**src/rtl/ddo_pkg.sv**
```systemverilog
// ----------------------------------------------------------------------------
// Differential drive odometry package
// Shared types, register indexes, command and status structs and the
// CORDIC arctangent table.
// ----------------------------------------------------------------------------
package ddo_pkg;

	localparam int CORDIC_STEPS = 24;
	localparam int StepW = $clog2(CORDIC_STEPS + 1);
	localparam logic signed [34:0] CordicGain = 35'sd652032874;

	// Configuration register indexes.
	typedef enum logic [2:0] {
		REG_ENC_SCALE   = 3'd0,
		REG_INV_AXLE    = 3'd1,
		REG_START_X     = 3'd2,
		REG_START_Y     = 3'd3,
		REG_START_HDG   = 3'd4
	} reg_idx_t;

	typedef struct packed {
		logic signed [31:0] left_count;
		logic signed [31:0] right_count;
	} in_word_t;

	typedef struct packed {
		logic signed [31:0] pos_x;
		logic signed [31:0] pos_y;
		logic [31:0]        heading;
		logic               saturated;
	} out_word_t;

	typedef struct packed {
		logic [2:0]  index;
		logic [31:0] data;
	} cfg_word_t;

	// Controller commands to the datapath.
	typedef struct packed {
		logic load_in;   // capture counts, compute wheel deltas
		logic wheel;     // scale deltas to distances
		logic mix;       // mean, turn, mid heading
		logic rot_init;  // load CORDIC start vector
		logic rot_step;  // one CORDIC iteration
		logic proj;      // distance times cos and sin
		logic commit;    // update pose
		logic latch;     // first item: latch counts only
	} dp_cmd_t;

	typedef struct packed {
		logic primed;
		logic rot_last;
	} dp_sts_t;

	function automatic logic [31:0] atan_entry(input logic [StepW-1:0] i);
		logic [31:0] t;
		case (i)
			5'd0: t = 32'h20000000; 5'd1: t = 32'h12E4051E; 5'd2: t = 32'h09FB385B;
			5'd3: t = 32'h051111D4; 5'd4: t = 32'h028B0D43; 5'd5: t = 32'h0145D7E1;
			5'd6: t = 32'h00A2F61E; 5'd7: t = 32'h00517C55; 5'd8: t = 32'h0028BE53;
			5'd9: t = 32'h00145F2F; 5'd10: t = 32'h000A2F98; 5'd11: t = 32'h000517CC;
			5'd12: t = 32'h00028BE6; 5'd13: t = 32'h000145F3; 5'd14: t = 32'h0000A2FA;
			5'd15: t = 32'h0000517D; 5'd16: t = 32'h000028BE; 5'd17: t = 32'h0000145F;
			5'd18: t = 32'h00000A30; 5'd19: t = 32'h00000518; 5'd20: t = 32'h0000028C;
			5'd21: t = 32'h00000146; 5'd22: t = 32'h000000A3; 5'd23: t = 32'h00000051;
			5'd24: t = 32'h00000029; 5'd25: t = 32'h00000014; 5'd26: t = 32'h0000000A;
			5'd27: t = 32'h00000005; 5'd28: t = 32'h00000003; 5'd29: t = 32'h00000001;
			5'd30: t = 32'h00000001;
			default: t = 32'h00000000;
		endcase
		return t;
	endfunction

endpackage

```
**src/rtl/ddo_ctrl.sv**
```systemverilog
// ----------------------------------------------------------------------------
// Odometry controller
// Sequences one word through delta, scaling, mixing, CORDIC and pose update.
// ----------------------------------------------------------------------------
module ddo_ctrl
	import ddo_pkg::*;
(
	input  logic    clk,
	input  logic    arst_n,
	input  logic    in_fire,
	input  logic    out_free,
	input  dp_sts_t sts,
	output dp_cmd_t cmd,
	output logic    busy,
	output logic    done
);

	typedef enum logic [7:0] {
		S_IDLE  = 8'b00000001,
		S_WHEEL = 8'b00000010,
		S_MIX   = 8'b00000100,
		S_INIT  = 8'b00001000,
		S_ROT   = 8'b00010000,
		S_PROJ  = 8'b00100000,
		S_COMM  = 8'b01000000,
		S_LATCH = 8'b10000000
	} state_t;

	state_t state_q, state_d;

	// Next state. The result states hold until the output register is free.
	always_comb begin
		state_d = state_q;
		unique case (state_q)
			S_IDLE:  if (in_fire) state_d = sts.primed ? S_WHEEL : S_LATCH;
			S_WHEEL: state_d = S_MIX;
			S_MIX:   state_d = S_INIT;
			S_INIT:  state_d = S_ROT;
			S_ROT:   if (sts.rot_last) state_d = S_PROJ;
			S_PROJ:  state_d = S_COMM;
			S_COMM:  if (out_free) state_d = S_IDLE;
			S_LATCH: if (out_free) state_d = S_IDLE;
			default: state_d = S_IDLE;
		endcase
	end

	always_ff @(posedge clk or negedge arst_n) begin
		if (!arst_n) state_q <= S_IDLE;
		else state_q <= state_d;
	end

	// Commands decode from the state, the input handshake and the output register.
	always_comb begin
		cmd = '0;
		cmd.load_in  = in_fire;
		cmd.wheel    = (state_q == S_WHEEL);
		cmd.mix      = (state_q == S_MIX);
		cmd.rot_init = (state_q == S_INIT);
		cmd.rot_step = (state_q == S_ROT);
		cmd.proj     = (state_q == S_PROJ);
		cmd.commit   = (state_q == S_COMM) && out_free;
		cmd.latch    = (state_q == S_LATCH) && out_free;
	end

	assign busy = (state_q != S_IDLE);
	assign done = cmd.commit || cmd.latch;

endmodule

```
**config.mk**
```make
export PLATFORM = sky130hd
export DESIGN_NAME = ddo_ctrl
export DESIGN_NICKNAME = d
export VERILOG_FILES = /design/src/rtl/ddo_pkg.sv /design/src/rtl/ddo_ctrl.sv
export SDC_FILE = /design/constraint.sdc
export NUM_CORES = 1
export LEC_CHECK = 0
export BUFFER_PORTS_ARGS = -buffer_cell sky130_fd_sc_hd__buf_2
export CAP_MARGIN = 20
export CORE_AREA = 2 2 39 41
export DETAILED_ROUTE_END_ITERATION = 16
export DIE_AREA = 0 0 41 43
export RECOVER_POWER = 50
export SYNTH_ARGS = -nofsm -noshare
export SYNTH_HDL_FRONTEND = slang
export SYNTH_SLANG_ARGS = --single-unit
```
**constraint.sdc**
```tcl
create_clock -name clk -period 2 [get_ports clk]
set_input_delay 0.3 -clock clk [delete_from_list [all_inputs] [get_ports clk]]
set_output_delay 0.3 -clock clk [all_outputs]
set_load 0.02 [all_outputs]
```
==> results.txt <==
The flow ran to the end, but the final reports show violations. The final reports fail on negative setup slack. The number of cells after detailed placement came out at 88.

The global routing usage on met2 is 29.1%. Entering global routing, the biggest net connects 9 pins. The path type of the worst setup path is reg -> out.

The routed wirelength normalized by instance count is 14.4 um. TritonCTS built the clock tree. The root buffer cell is sky130_fd_sc_hd__clkbuf_4. The flip-flop count of the largest register after layout came out at 8. The clock passes through at most 2 buffers. More flip-flops sit in one register than any other, and that register is state_q. The startpoint of the worst-slack reg-to-reg timing path is state_q[1]. The floorplan step defined a die boundary enclosing 1760 um2. The cell row count is 14. The pin slew with the least headroom to its limit came out at 522 ps.

The final worst-path setup slack came out at -246 ps. In this run the vertical extent of the chip is 43 um. Data arrives at the worst endpoint at 1950 ps. Fill cells in the final layout number 106. The final layout contains routed wiring with a total length of 1.46 mm. The tool flagged a number of max-cap violations equal to 0. The detail-routed via count per cell is 5.18.

For this block, the via count after detailed routing is 523. At the end of the flow, the number of nets in the layout was 92. In the final layout, the registers with the most flip-flops are state_q: 8 flops. The highest ir drop seen on vdd is 0.832 mV.

The headroom to the max-slew limit is 65.0%. The number of placed I/O pins is 16. The wire length of the first global-routing pass is 2.30 mm. The summed negative setup slack over all endpoints came out at -875 ps.

The number of remaining DRC errors came out at 0. The count of routing violations after the opening detailed-route iteration came out at 3. The number of antenna violations at the first check in global routing is 0. The most frequent standard cell in the layout excluding fill and tap cells is sky130_fd_sc_hd__buf_4. The standby leakage power came out at 0.403 nW.

The level count of the clock H-tree is 1. Tracing the worst setup path back leads to its startpoint at state_q[7]. The clock buffer count from CTS is 3. The area growth from synthesis to layout came out at 74.4%. Clock tree synthesis found a total of 8 sinks. The global routing stage identified its most utilized layer as met2. The met3 demand-to-capacity share in global routing came out at 4.71%. The critical path endpoint category is an output pin. The final count of pins violating max slew came out at 0. The number of nets in the synthesized netlist came out at 55. The die width came out at 41 um. The endpoint required time on the critical path came out at 1700 ps.

Setup repair after global routing could not meet its margin everywhere. The number of antenna diodes in the final layout is 0. The worst hold path begins at sts[0]. The via count of the first global-routing pass is 512. The warning count from the yosys run is 0.

The weighted congestion at the end of routability-driven global placement came out at 0.757. The total of endpoints with negative setup slack in the final report came out at 6. Once the floorplan was initialized, standard cells occupied 36.0% of the core. The residual antenna-violating net count after detailed routing is 0.

The top cell types in the final layout, fill and taps aside, are sky130_fd_sc_hd__buf_4, sky130_fd_sc_hd__dfrtp_1, sky130_fd_sc_hd__buf_6. Static timing analysis puts the maximum clock frequency at 445 MHz. The clock skew after layout came out at 10.1 ps. The class of the worst hold path is in -> reg. The remaining global-route overflow came out at 0. The clock-pin slew on the worst setup and hold paths came out at 70 ps. For this design the ratio of total power to cell area is 1280 nW/um2. Of the available clock period, the critical path in the final layout requires 112%. The shortest period the worst path allows came out at 2250 ps. The hold violation total from the final report came out at 0. The share of synthesized area occupied by flip-flops and latches is 40.5%. The first detailed-routing pass ran for 4 iterations. The HPWL reported at the end of detailed placement is 912 um. Across every metal layer, demand over resource in global routing totals 19.9%. The number of input and output port buffers inserted is 15. The synthesized netlist occupies a cell area of 498 um2. Synthesis instantiated 27 different standard cells from the library. The clock insertion delay at the later pin of the skew report is 260 ps. In this run the worst path has a maximum fanout of 2. The type of origin of the critical path is a register. After synthesis the netlist holds a flip-flop and latch count of 8. For this run, the number of standard cells in the final layout without fillers is 101.

The mean instance size in the synthesized netlist came out at 10.2 um2. The placeable core area is 1380 um2. The synthesized instance count came out at 49. The share of final-layout standard cells stronger than drive strength 1 came out at 61.2%. For this run, global-route usage on met1 was measured as 26.4%.
-- synthesized netlist by cell type, drive strengths merged --
cell | instances | share of area, %
nor4 | 1 | 1.3
or3 | 2 | 4.5
buf | 1 | 1.5
xnor2 | 3 | 5.3
nor2 | 5 | 3.8
a211oi | 1 | 1.5
o22a | 1 | 1.8
or2 | 2 | 2.5
nor3 | 4 | 4.0
nor3b | 5 | 8.5
dfstp | 1 | 5.3
a31o | 1 | 1.8
nand2 | 1 | 0.75
xor2 | 1 | 1.8
or4 | 2 | 3.8
and3 | 1 | 1.3
nand3 | 1 | 1.0
or4b | 2 | 4.0
o21bai | 1 | 1.5
and2 | 1 | 1.3
mux2 | 1 | 2.3
inv | 2 | 1.5
and4b | 2 | 4.0
dfrtp | 7 | 35
-- metal layers --
| layer | routed length, um | share of wire, % |
|---|---|---|
| met2 | 779 | 53 |
| met4 | 4 | 0.27 |
| met5 | 0 | 0 |
| met1 | 628 | 43 |
| met3 | 47 | 3.2 |
-- cells by family (layout without fill, tap and decap cells) --
| group | after synthesis | count (layout) | share of synthesized area (%) |
|---|---|---|---|
| xor gates and xnor gates | 4 | 4 | 7.04 |
| AOI/OAI and AO/OA | 4 | 4 | 6.53 |
| and+or+nand+nor | 29 | 29 | 40.7 |
| buffers and inverters | 3 | 39 | 3.02 |
| muxes | 1 | 1 | 2.26 |
| DFF | 8 | 8 | 40.5 |
-- metrics by stage --
step	hold slack, ps	util (%)	setup slack (ps)	instance area, um2	power [W]
final	280	62.7	-246	868	0.00111
after global routing	274	62.7	-326	868	0.00119
after CTS	271	58.1	-233	805	0.00101
after detailed placement	159	48.6	-28.2	673	0.000730
after global placement	159	48.6	-3.98	673	0.000729
after floorplan	4.41	-	13.1	518	0.000577
-- critical path, stage by stage (launching register included) --
cell and delay, ps:
sky130_fd_sc_hd__dfrtp_1 380, sky130_fd_sc_hd__or4_4 540, sky130_fd_sc_hd__or3_4 370, sky130_fd_sc_hd__nor3b_4 240, sky130_fd_sc_hd__buf_6 150
-- where the power goes --
part / internal [W] / switching [W] / leakage [nW]
Sequential: 0.000205 / 0.0000304 / 0.107
Combinational: 0.000408 / 0.000327 / 0.281
Clock: 0.0000767 / 0.0000628 / 0.0150
-- area by class of cell --
class | count | area [um2] | area share, %
Multi-Input combinational cell | 38 | 360 | 41.5
Inverter | 2 | 7.51 | 0.865
Sequential cell | 8 | 201 | 23.2
Tap cell | 16 | 20.0 | 2.31
Clock buffer | 4 | 26.3 | 3.03
Timing Repair Buffer | 33 | 253 | 29.1
-- worst paths after layout --
| check | end | slack, ps | cells after the start |
|---|---|---|---|
| worst max register to register | state_q[0] | 60 | 5 |
| max in group asynchronous | state_q[0] | 1150 | 2 |
| worst min register to register | state_q[3] | 650 | 2 |
| worst min-delay path | state_q[5] | 280 | 2 |
| min in group asynchronous | state_q[2] | 500 | 2 |
| worst max-delay path | cmd[2] | -250 | 4 |
-- what timing repair did --
action | 4_1_cts | 5_1_grt
endpoints found under the hold margin | 7 | 0
gates resized for setup | 17 | 10
setup buffers | 5 | 3
hold buffers | 1 | 0
endpoints found under the setup margin | 7 | 11
pin swaps | 5 | 3
No activity file was read; power rests on OpenSTA's default activity.
